**src/first_fit_range_allocator_assert.svh**
```systemverilog
// Assertion macros for the first-fit range allocator.
// Used by the top level only; no other dependencies.
`ifndef FIRST_FIT_RANGE_ALLOCATOR_ASSERT_SVH
`define FIRST_FIT_RANGE_ALLOCATOR_ASSERT_SVH

// implication checked every clock outside reset
`define FFRA_ASSERT_IMP(lbl, ante, cons) \
  lbl: assert property (@(posedge clk) disable iff (!rst_n) (ante) |-> (cons)) \
    else $error("ffra check failed");

// next-cycle implication
`define FFRA_ASSERT_NXT(lbl, ante, cons) \
  lbl: assert property (@(posedge clk) disable iff (!rst_n) (ante) |=> (cons)) \
    else $error("ffra check failed");

`endif

```
**src/ffra_pkg.sv**
```systemverilog
// Shared types and constants for the first-fit range allocator.
// No dependencies.
package ffra_pkg;

  localparam int MaxSpans = 16;
  localparam int AddrBits = 20;
  localparam int SizeBits = AddrBits + 1;
  localparam int IdxBits  = $clog2(MaxSpans);
  localparam int CntBits  = $clog2(MaxSpans + 1);

  typedef logic [AddrBits-1:0] addr_t;
  typedef logic [SizeBits-1:0] size_t;
  typedef logic [IdxBits-1:0]  idx_t;
  typedef logic [CntBits-1:0]  cnt_t;

  localparam size_t CapLimit = size_t'(1) << AddrBits;

  localparam logic OpAlloc = 1'b0;
  localparam logic OpFree  = 1'b1;

  localparam logic [1:0] StOk    = 2'd0;
  localparam logic [1:0] StNoFit = 2'd1;
  localparam logic [1:0] StFull  = 2'd2;

  typedef enum logic [3:0] {
    S_IDLE,
    S_SCAN,
    S_DECIDE,
    S_SHIFT_DN,
    S_SHIFT_UP,
    S_DONE
  } state_t;

  typedef enum logic [2:0] {
    ACT_NONE,
    ACT_SHRINK,
    ACT_REMOVE,
    ACT_MERGE_PREV,
    ACT_MERGE_BOTH,
    ACT_MERGE_NEXT,
    ACT_INSERT
  } act_t;

  typedef struct packed {
    logic start;
    logic load_cap;
    logic scan_step;
    logic apply;
    logic shift_dn;
    logic shift_up;
  } cmd_t;

  typedef struct packed {
    logic scan_done;
    logic shift_done;
    logic need_dn;
    logic need_up;
  } stat_t;

endpackage

```
**src/first_fit_range_allocator.sv**
```systemverilog
// A request passes from idle through the scan, decide, optional shift (one entry
// per cycle) and done states; done waits until the output register is free.
// A new request is taken only back in idle; a finished result waits in the
// output register while the next request is taken.
// Reset (rst_n, synchronous): one free span [0, 2^20), free total 2^20.
// Capacity writes are taken only while idle.
`include "first_fit_range_allocator_assert.svh"
module first_fit_range_allocator import ffra_pkg::*; (
  input  logic        clk,
  input  logic        rst_n,
  input  logic        cfg_valid,
  output logic        cfg_ready,
  input  logic [20:0] cfg_data,
  input  logic        in_tvalid,
  output logic        in_tready,
  input  logic [47:0] in_tdata,   // op, req_size, range_offset
  output logic        out_tvalid,
  input  logic        out_tready,
  output logic [63:0] out_tdata   // status, grant_offset, grant_size, free_total
);

  cmd_t  cmd;
  stat_t stat;
  logic  res_load;
  logic  [1:0] r_st;
  addr_t r_goff;
  size_t r_gsize, r_free;
  logic  out_valid_r;
  logic [63:0] out_data_r;

  ffra_ctrl u_ctrl (
    .clk(clk), .rst_n(rst_n), .req_valid(in_tvalid), .cfg_valid(cfg_valid),
    .res_free(!out_valid_r || out_tready), .stat(stat), .cmd(cmd),
    .req_ready(in_tready), .cfg_ready(cfg_ready), .res_load(res_load)
  );

  ffra_dp u_dp (
    .clk(clk), .rst_n(rst_n), .cmd(cmd), .cfg_cap(cfg_data),
    .req_op(in_tdata[0]), .req_size(in_tdata[21:1]), .req_off(in_tdata[41:22]),
    .stat(stat), .res_status(r_st), .res_goff(r_goff), .res_gsize(r_gsize),
    .res_free(r_free)
  );

  always_ff @(posedge clk) begin
    if (!rst_n) out_valid_r <= 1'b0;
    else if (res_load) out_valid_r <= 1'b1;
    else if (out_tready) out_valid_r <= 1'b0;
    if (res_load) out_data_r <= {r_free, r_gsize, r_goff, r_st};
  end

  assign out_tvalid = out_valid_r;
  assign out_tdata  = out_data_r;

  `FFRA_ASSERT_IMP(a_no_cfg_busy, !in_tready && !cfg_ready, !(in_tvalid && in_tready))
  `FFRA_ASSERT_NXT(a_load_valid, res_load, out_tvalid)
  `FFRA_ASSERT_IMP(a_status_range, out_tvalid, out_tdata[1:0] != 2'd3)

endmodule

```
**src/ffra_ctrl.sv**
```systemverilog
// Controller FSM of the first-fit range allocator.
// Depends on ffra_pkg.
module ffra_ctrl import ffra_pkg::*; (
  input  logic  clk,
  input  logic  rst_n,
  input  logic  req_valid,
  input  logic  cfg_valid,
  input  logic  res_free,
  input  stat_t stat,
  output cmd_t  cmd,
  output logic  req_ready,
  output logic  cfg_ready,
  output logic  res_load
);

  state_t state_r, state_nxt;

  always_ff @(posedge clk) begin
    if (!rst_n) state_r <= S_IDLE;
    else        state_r <= state_nxt;
  end

  always_comb begin
    state_nxt = state_r;
    cmd       = '0;
    req_ready = 1'b0;
    cfg_ready = 1'b0;
    res_load  = 1'b0;
    unique case (state_r)
      S_IDLE: begin
        cfg_ready = 1'b1;
        req_ready = !cfg_valid;
        if (cfg_valid) begin
          cmd.load_cap = 1'b1;
        end else if (req_valid) begin
          cmd.start = 1'b1;
          state_nxt = S_SCAN;
        end
      end
      S_SCAN: begin
        cmd.scan_step = 1'b1;
        if (stat.scan_done) state_nxt = S_DECIDE;
      end
      S_DECIDE: begin
        if (stat.need_dn)      state_nxt = S_SHIFT_DN;
        else if (stat.need_up) state_nxt = S_SHIFT_UP;
        else begin
          cmd.apply = 1'b1;
          state_nxt = S_DONE;
        end
      end
      S_SHIFT_DN: begin
        cmd.shift_dn = 1'b1;
        if (stat.shift_done) begin
          cmd.apply = 1'b1;
          state_nxt = S_DONE;
        end
      end
      S_SHIFT_UP: begin
        cmd.shift_up = 1'b1;
        if (stat.shift_done) begin
          cmd.apply = 1'b1;
          state_nxt = S_DONE;
        end
      end
      S_DONE: begin
        if (res_free) begin
          res_load  = 1'b1;
          state_nxt = S_IDLE;
        end
      end
      default: state_nxt = S_IDLE;
    endcase
  end

endmodule

```
**src/ffra_dp.sv**
```systemverilog
// Datapath of the first-fit range allocator: span table, scan, shift, update.
// Depends on ffra_pkg.
module ffra_dp import ffra_pkg::*; (
  input  logic       clk,
  input  logic       rst_n,
  input  cmd_t       cmd,
  input  size_t      cfg_cap,
  input  logic       req_op,
  input  size_t      req_size,
  input  addr_t      req_off,
  output stat_t      stat,
  output logic [1:0] res_status,
  output addr_t      res_goff,
  output size_t      res_gsize,
  output size_t      res_free
);

  addr_t span_start_r  [MaxSpans];
  size_t span_length_r [MaxSpans];
  cnt_t  cnt_r;
  size_t free_r, cap_r;
  logic  op_r;
  size_t size_r;
  addr_t off_r;
  cnt_t  i_r, k_r;
  logic  nop_r;
  act_t  act_r;
  logic [1:0] st_r;
  addr_t goff_r;
  size_t gsize_r;
  addr_t prev_s_r;
  size_t prev_l_r;
  size_t next_l_r;

  idx_t  ii;
  addr_t cur_s;
  size_t cur_l;
  logic  at_end;
  size_t cap_sat, clip;
  logic [SizeBits:0] offsz, prev_end, sum;

  assign ii     = i_r[IdxBits-1:0];
  assign at_end = (i_r == cnt_r);
  assign cur_s  = span_start_r[ii];
  assign cur_l  = span_length_r[ii];
  assign cap_sat = (cfg_cap > CapLimit) ? CapLimit : cfg_cap;
  assign offsz  = {1'b0, size_t'(off_r)} + {1'b0, size_r};
  assign prev_end = {1'b0, size_t'(prev_s_r)} + {1'b0, prev_l_r};
  assign sum    = prev_end + {1'b0, size_r};

  always_comb begin
    stat = '0;
    if (op_r == OpAlloc) stat.scan_done = at_end || (cur_l >= size_r);
    else                 stat.scan_done = at_end || (cur_s >= off_r);
    if (nop_r) stat.scan_done = 1'b1;
    stat.need_dn   = (act_r == ACT_REMOVE || act_r == ACT_MERGE_BOTH)
                     && (k_r + cnt_t'(1) < cnt_r);
    stat.need_up   = (act_r == ACT_INSERT) && (k_r > i_r);
    stat.shift_done = (act_r == ACT_INSERT) ? (k_r - cnt_t'(1) <= i_r)
                                            : (k_r + cnt_t'(2) >= cnt_r);
  end

  // action chosen at end of scan, combinational from the scan position
  act_t  act_c;
  logic [1:0] st_c;
  always_comb begin
    act_c = ACT_NONE;
    st_c  = StOk;
    if (nop_r) begin
      act_c = ACT_NONE;
    end else if (op_r == OpAlloc) begin
      if (at_end) st_c = StNoFit;
      else if (size_r == '0) act_c = ACT_NONE;
      else if (cur_l == size_r) act_c = ACT_REMOVE;
      else act_c = ACT_SHRINK;
    end else begin
      if (i_r != '0 && prev_end == {1'b0, size_t'(off_r)}) begin
        if (!at_end && sum == {1'b0, size_t'(cur_s)}) act_c = ACT_MERGE_BOTH;
        else act_c = ACT_MERGE_PREV;
      end else if (!at_end && offsz == {1'b0, size_t'(cur_s)}) begin
        act_c = ACT_MERGE_NEXT;
      end else if (cnt_r >= cnt_t'(MaxSpans)) begin
        st_c = StFull;
      end else begin
        act_c = ACT_INSERT;
      end
    end
  end

  always_ff @(posedge clk) begin
    if (!rst_n) begin
      cnt_r <= cnt_t'(1);
      free_r <= CapLimit;
      cap_r <= CapLimit;
      span_start_r[0] <= '0;
      span_length_r[0] <= CapLimit;
      act_r <= ACT_NONE;
    end else if (cmd.load_cap) begin
      cap_r <= cap_sat;
      free_r <= cap_sat;
      cnt_r <= (cap_sat == '0) ? '0 : cnt_t'(1);
      span_start_r[0] <= '0;
      span_length_r[0] <= cap_sat;
    end else if (cmd.start) begin
      op_r  <= req_op;
      off_r <= req_off;
      i_r   <= '0;
      act_r <= ACT_NONE;
      if (req_op == OpFree) begin
        nop_r <= (req_size == '0) || (size_t'(req_off) >= cap_r);
        size_r <= ({1'b0, size_t'(req_off)} + {1'b0, req_size} > {1'b0, cap_r})
                  ? cap_r - size_t'(req_off) : req_size;
      end else begin
        nop_r <= 1'b0;
        size_r <= req_size;
      end
    end else if (cmd.scan_step) begin
      if (!stat.scan_done) begin
        prev_s_r <= cur_s;
        prev_l_r <= cur_l;
        i_r <= i_r + cnt_t'(1);
      end else begin
        act_r <= act_c;
        st_r  <= st_c;
        next_l_r <= cur_l;
        goff_r <= (op_r == OpAlloc && st_c == StOk) ? cur_s : '0;
        gsize_r <= (op_r == OpAlloc && st_c == StOk) ? size_r : '0;
        k_r <= (act_c == ACT_INSERT) ? cnt_r :
               (act_c == ACT_MERGE_BOTH) ? i_r : i_r;
      end
    end else if (cmd.shift_dn || cmd.shift_up) begin
      if (cmd.shift_dn) begin
        span_start_r[k_r[IdxBits-1:0]]  <= span_start_r[IdxBits'(k_r + cnt_t'(1))];
        span_length_r[k_r[IdxBits-1:0]] <= span_length_r[IdxBits'(k_r + cnt_t'(1))];
        k_r <= k_r + cnt_t'(1);
      end else begin
        span_start_r[IdxBits'(k_r)]  <= span_start_r[IdxBits'(k_r - cnt_t'(1))];
        span_length_r[IdxBits'(k_r)] <= span_length_r[IdxBits'(k_r - cnt_t'(1))];
        k_r <= k_r - cnt_t'(1);
      end
    end
    if (rst_n && cmd.apply) begin
      unique case (act_r)
        ACT_SHRINK: begin
          span_start_r[ii]  <= cur_s + addr_t'(size_r);
          span_length_r[ii] <= cur_l - size_r;
          free_r <= (free_r > size_r) ? free_r - size_r : '0;
        end
        ACT_REMOVE: begin
          cnt_r <= cnt_r - cnt_t'(1);
          free_r <= (free_r > size_r) ? free_r - size_r : '0;
        end
        ACT_MERGE_PREV: begin
          span_length_r[IdxBits'(i_r - cnt_t'(1))] <= prev_l_r + size_r;
        end
        ACT_MERGE_BOTH: begin
          span_length_r[IdxBits'(i_r - cnt_t'(1))] <= prev_l_r + size_r + next_l_r;
          cnt_r <= cnt_r - cnt_t'(1);
        end
        ACT_MERGE_NEXT: begin
          span_start_r[ii]  <= off_r;
          span_length_r[ii] <= cur_l + size_r;
        end
        ACT_INSERT: begin
          span_start_r[ii]  <= off_r;
          span_length_r[ii] <= size_r;
          cnt_r <= cnt_r + cnt_t'(1);
        end
        default: ;
      endcase
      if (act_r == ACT_MERGE_PREV || act_r == ACT_MERGE_BOTH ||
          act_r == ACT_MERGE_NEXT || act_r == ACT_INSERT) begin
        free_r <= ({1'b0, free_r} + {1'b0, size_r} > {1'b0, {SizeBits{1'b1}}})
                  ? {SizeBits{1'b1}} : free_r + size_r;
      end
    end
  end

  assign res_status = st_r;
  assign res_goff   = goff_r;
  assign res_gsize  = gsize_r;
  assign res_free   = free_r;

endmodule
```
**config.mk**
```make
export PLATFORM = sky130hd
export DESIGN_NAME = first_fit_range_allocator
export DESIGN_NICKNAME = d
export VERILOG_FILES = /design/src/ffra_pkg.sv /design/src/first_fit_range_allocator.sv /design/src/ffra_ctrl.sv /design/src/ffra_dp.sv
export VERILOG_INCLUDE_DIRS = /design/src /design/src/src
export SDC_FILE = /design/constraint.sdc
export NUM_CORES = 2
export LEC_CHECK = 0
export ABC_AREA = 1
export BUFFER_PORTS_ARGS = -buffer_cell sky130_fd_sc_hd__buf_2
export CAP_MARGIN = 20
export CORE_UTILIZATION = 40
export CTS_CLUSTER_SIZE = 40
export DETAILED_ROUTE_END_ITERATION = 6
export SYNTH_ARGS = -nofsm -noshare
export SYNTH_HDL_FRONTEND = slang
export SYNTH_SLANG_ARGS = --single-unit
```
**constraint.sdc**
```tcl
create_clock -name clk -period 6.1 [get_ports clk]
set_input_delay 0.305 -clock clk [delete_from_list [all_inputs] [get_ports clk]]
set_output_delay 0.305 -clock clk [all_outputs]
set_load 0.01 [all_outputs]
```
==> out/metrics.yaml <==
holdWs_ps: 84.08
grt_pass1_vias: 65584
power.density_mw_per_mm2: 414.9
start_util: 0.4044
r2r_start: "u_dp.k_r[1]"
syn_nets: 10015
cts_root_buffer: "clkbuf_16"
synth_edf_count: 878
drt_iter0_markers: 9174
min_period_ps: 5579
grt_max_degree: 196
grt_overflow: 0
remaining_drc_errors: 1
hold_viol_final: 0
wl_mm: 309.0
cts_buffer_depth: 3
crit_path_max_fanout: 33
r2r_slack_ps: 520
top_level_ports: 141
status: "finished, violations left"
fin_setup_tns_ps: 0
setup_viol: 0
hold_depth: 4
fin_skew_ps: 42.02
cts_tree: "done"
ys_seq_area_frac: 0.3894
min_from: "cfg_data[5]"
cts-htree-levels: 3
synthArstFlopShare: 0
cp_common_cell: "nand2_1"
holdPathEnd: "u_dp.cap_r[5]"
max_slew.worst_pin.slew_ps: 1180
synth_area_sq_mm: 0.07069
slew_headroom: 0.2132
routedWlPerCell_um: 25.80
slowest_stage: "edfxtp_1"
layout_common_cells: "3227 x nand2_1, 1075 x o21ai_0, 878 x edfxtp_1"
gp_congestion: 0.9794
antenna_found_initial: 10
yosys_most_used_dff: "edfxtp_1"
synthDistinctLibCells: 77
violations: "DRC"
layout_commonest_cell: "nand2_1"
yosysWarnings: 0
rsz0062_at_grt: "false"
layout-drive-gt1-share: 0.07543
min_path_type: "primary input to flop"
endpoint_kind: "flop"
worstPathRequired_ps: 6580
clock_insertion_delay_worst_skew_ps: 780
synth_cells: 9605
max_stage_delay_ps: 580
crit_type: "flop to flop"
fin_crit_sh: 0.9146
path_delay_family: "buffers and inverters"
core-area_sq_mm: 0.1748
cp_num_buf_inv: 7
grt_usage: 0.3341
path_clk_slew_ps: 70
rr_endpoint: "u_dp.span_length_r[13][2]"
hpwl_mm: 201.0
cts_buffers: 107
post_cts_buffers: 0
syn_avg_cell_area_sq_um: 7.359
drt_pass1_iterations: 7
cap_violations: 0
irDropWorstVdd_uv: 625.1
fin_nets: 9977
syn_to_final_growth_pct: 10.34
io_buffer_count: 134
fmax_ghz: 0.1792
viasPerCell: 5.934
ant_nets: 0
rows: 153
clock_sinks: 936
worstRegToRegCells: 22
grt_pass1_wl_mm: 439.9
die_w_um: 422.4
critical_path.cell_chain: "inv_1 -> ha_4 -> xnor2_4 -> inv_4 -> ha_1 -> a21oi_1 -> o221ai_1 -> o211ai_1 -> nand3_1 -> nand2_1 -> nand2_2 -> inv_2 -> buf_4 -> nand2_1 -> nand2_1 -> nand2_1 -> nor2_1 -> nand2_1 -> buf_4 -> inv_1 -> buf_4 -> o21ai_0"
worstPathArrival_ps: 6060
leakagePower_uw: 0.03299
synth_seq_cells: 936
fillCellCount: 17359
maxSlewViolCount: 0
die_area_sq_mm: 0.1784
chipHeight_um: 422.4
critPathLaunchType: "flop"
num_vias: 71081
flip-flops by register name, indices dropped and copies added, names as in the netlist, 2 cells and up, named ones only:
| name | flops |
|---|---|
| u_dp.act_r | 3 |
| u_dp.prev_l_r | 21 |
| u_dp.cap_r | 21 |
| u_dp.res_free | 21 |
| u_dp.off_r | 20 |
| u_dp.i_r | 5 |
| u_dp.next_l_r | 21 |
| u_dp.res_goff | 20 |
| u_dp.span_length_r | 336 |
| u_dp.prev_s_r | 20 |
| u_ctrl.state_r | 3 |
| u_dp.res_status | 2 |
| u_dp.cnt_r | 5 |
| out_tdata | 64 |
| u_dp.k_r | 5 |
| u_dp.span_start_r | 320 |
| u_dp.res_gsize | 21 |
| u_dp.size_r | 21 |
power by group:
group	leakage (uW)	internal [uW]	switching, uW	total (uW)
combinational	0.0227	4870	12600	17500
sequential	0.00861	7960	337	8300
clock	0.00167	3630	2920	6550
total	0.0330	16500	15900	32400
stage by stage:
step	worst slack (ps)	instance area (sq um)	power, uW	util	std cells
6_report	520.8	77990	32360	0.4462	11978
5_1_grt	206.5	77990	33920	0.4462	11977
4_1_cts	514.3	77810	31810	0.4452	11955
3_5_place_dp	579.0	73950	25240	0.4231	11720
3_3_place_gp	642.5	73940	25020	0.4231	11719
2_1_floorplan	833.6	70690	19350	-	9605
Yosys cell counts, types with 20 or more instances:
master | instances | share of area
a21oi_1 | 525 | 0.037
a221oi_1 | 26 | 0.0032
a311oi_1 | 26 | 0.0032
a31oi_1 | 44 | 0.0039
buf_1 | 22 | 0.0012
buf_2 | 249 | 0.018
buf_4 | 40 | 0.0042
clkbuf_1 | 289 | 0.015
dfxtp_1 | 58 | 0.016
edfxtp_1 | 878 | 0.37
ha_1 | 323 | 0.057
inv_1 | 649 | 0.034
inv_2 | 31 | 0.0016
mux2i_1 | 119 | 0.017
nand2_1 | 3231 | 0.17
nand3_1 | 681 | 0.048
nand4_1 | 44 | 0.0039
nor2_1 | 501 | 0.027
nor3_1 | 67 | 0.0047
nor4_1 | 30 | 0.0027
o211ai_1 | 89 | 0.0095
o21ai_0 | 1075 | 0.076
o21ai_1 | 70 | 0.0050
o21bai_1 | 20 | 0.0021
o221ai_1 | 50 | 0.0062
o22ai_1 | 37 | 0.0033
o31ai_1 | 21 | 0.0022
xnor2_1 | 42 | 0.0052
xor2_1 | 128 | 0.016
layout make-up:
class | count | area [sq um] | area share
inverter | 682 | 2585 | 0.03314
tap | 2325 | 2909 | 0.03730
sequential | 936 | 27540 | 0.3531
timing repair buffer | 465 | 3563 | 0.04569
clock buffer | 134 | 2830 | 0.03629
multi-input combinational | 7375 | 37960 | 0.4867
antenna | 2 | 5.005 | 0.00006417
clock inverter | 59 | 605.6 | 0.007764
logic make-up after synthesis:
| kind of cell | synth area share |
|---|---|
| AO/OA/AOI/OAI | 0.1680 |
| XOR/XNOR | 0.02230 |
| adder cells (fa/ha/maj) | 0.06086 |
| buffers and inverters | 0.07634 |
| flip-flops | 0.3894 |
| multiplexers | 0.01685 |
| AND/OR/NAND/NOR | 0.2662 |
metal layers:
layer  part of all wire  wire [um]  global-route usage
met5            0.00022         69                   0
met4              0.067      20660              0.1988
met3               0.11      34620             0.07145
met2               0.44     136400              0.5266
met1               0.38     117300              0.4198
worst max-delay path by stage:
stage	slack, ps	endpoint	cells after the start	from
6_report	520	u_dp.span_length_r[13][2]	22	u_dp.k_r[1]
5_1_grt	210	u_dp.span_length_r[13][20]	23	u_dp.size_r[1]
4_1_cts	510	u_dp.span_length_r[12][20]	23	u_dp.size_r[1]
3_5_place_dp	580	u_dp.span_length_r[8][20]	23	u_dp.size_r[1]
3_3_place_gp	640	u_dp.span_length_r[7][20]	23	u_dp.size_r[1]
2_1_floorplan	830	u_dp.next_l_r[0]	21	flop
worst register-to-register path, stage by stage (launching register included):
cell and delay (ps):
edfxtp_1 580, inv_1 250, ha_4 240, xnor2_4 140, inv_4 350, ha_1 340
a21oi_1 150, o221ai_1 130, o211ai_1 170, nand3_1 120, nand2_1 90, nand2_2 60
inv_2 80, buf_4 430, nand2_1 250, nand2_1 150, nand2_1 80, nor2_1 270
nand2_1 90, buf_4 240, inv_1 560, buf_4 410, o21ai_0 120
what timing repair did:
action                     CTS  global route
hold buffers                42             0
setup endpoints to repair    0            11
hold endpoints to repair    43             0
gates resized for setup      0             1
(Power assumes the default switching activity.)
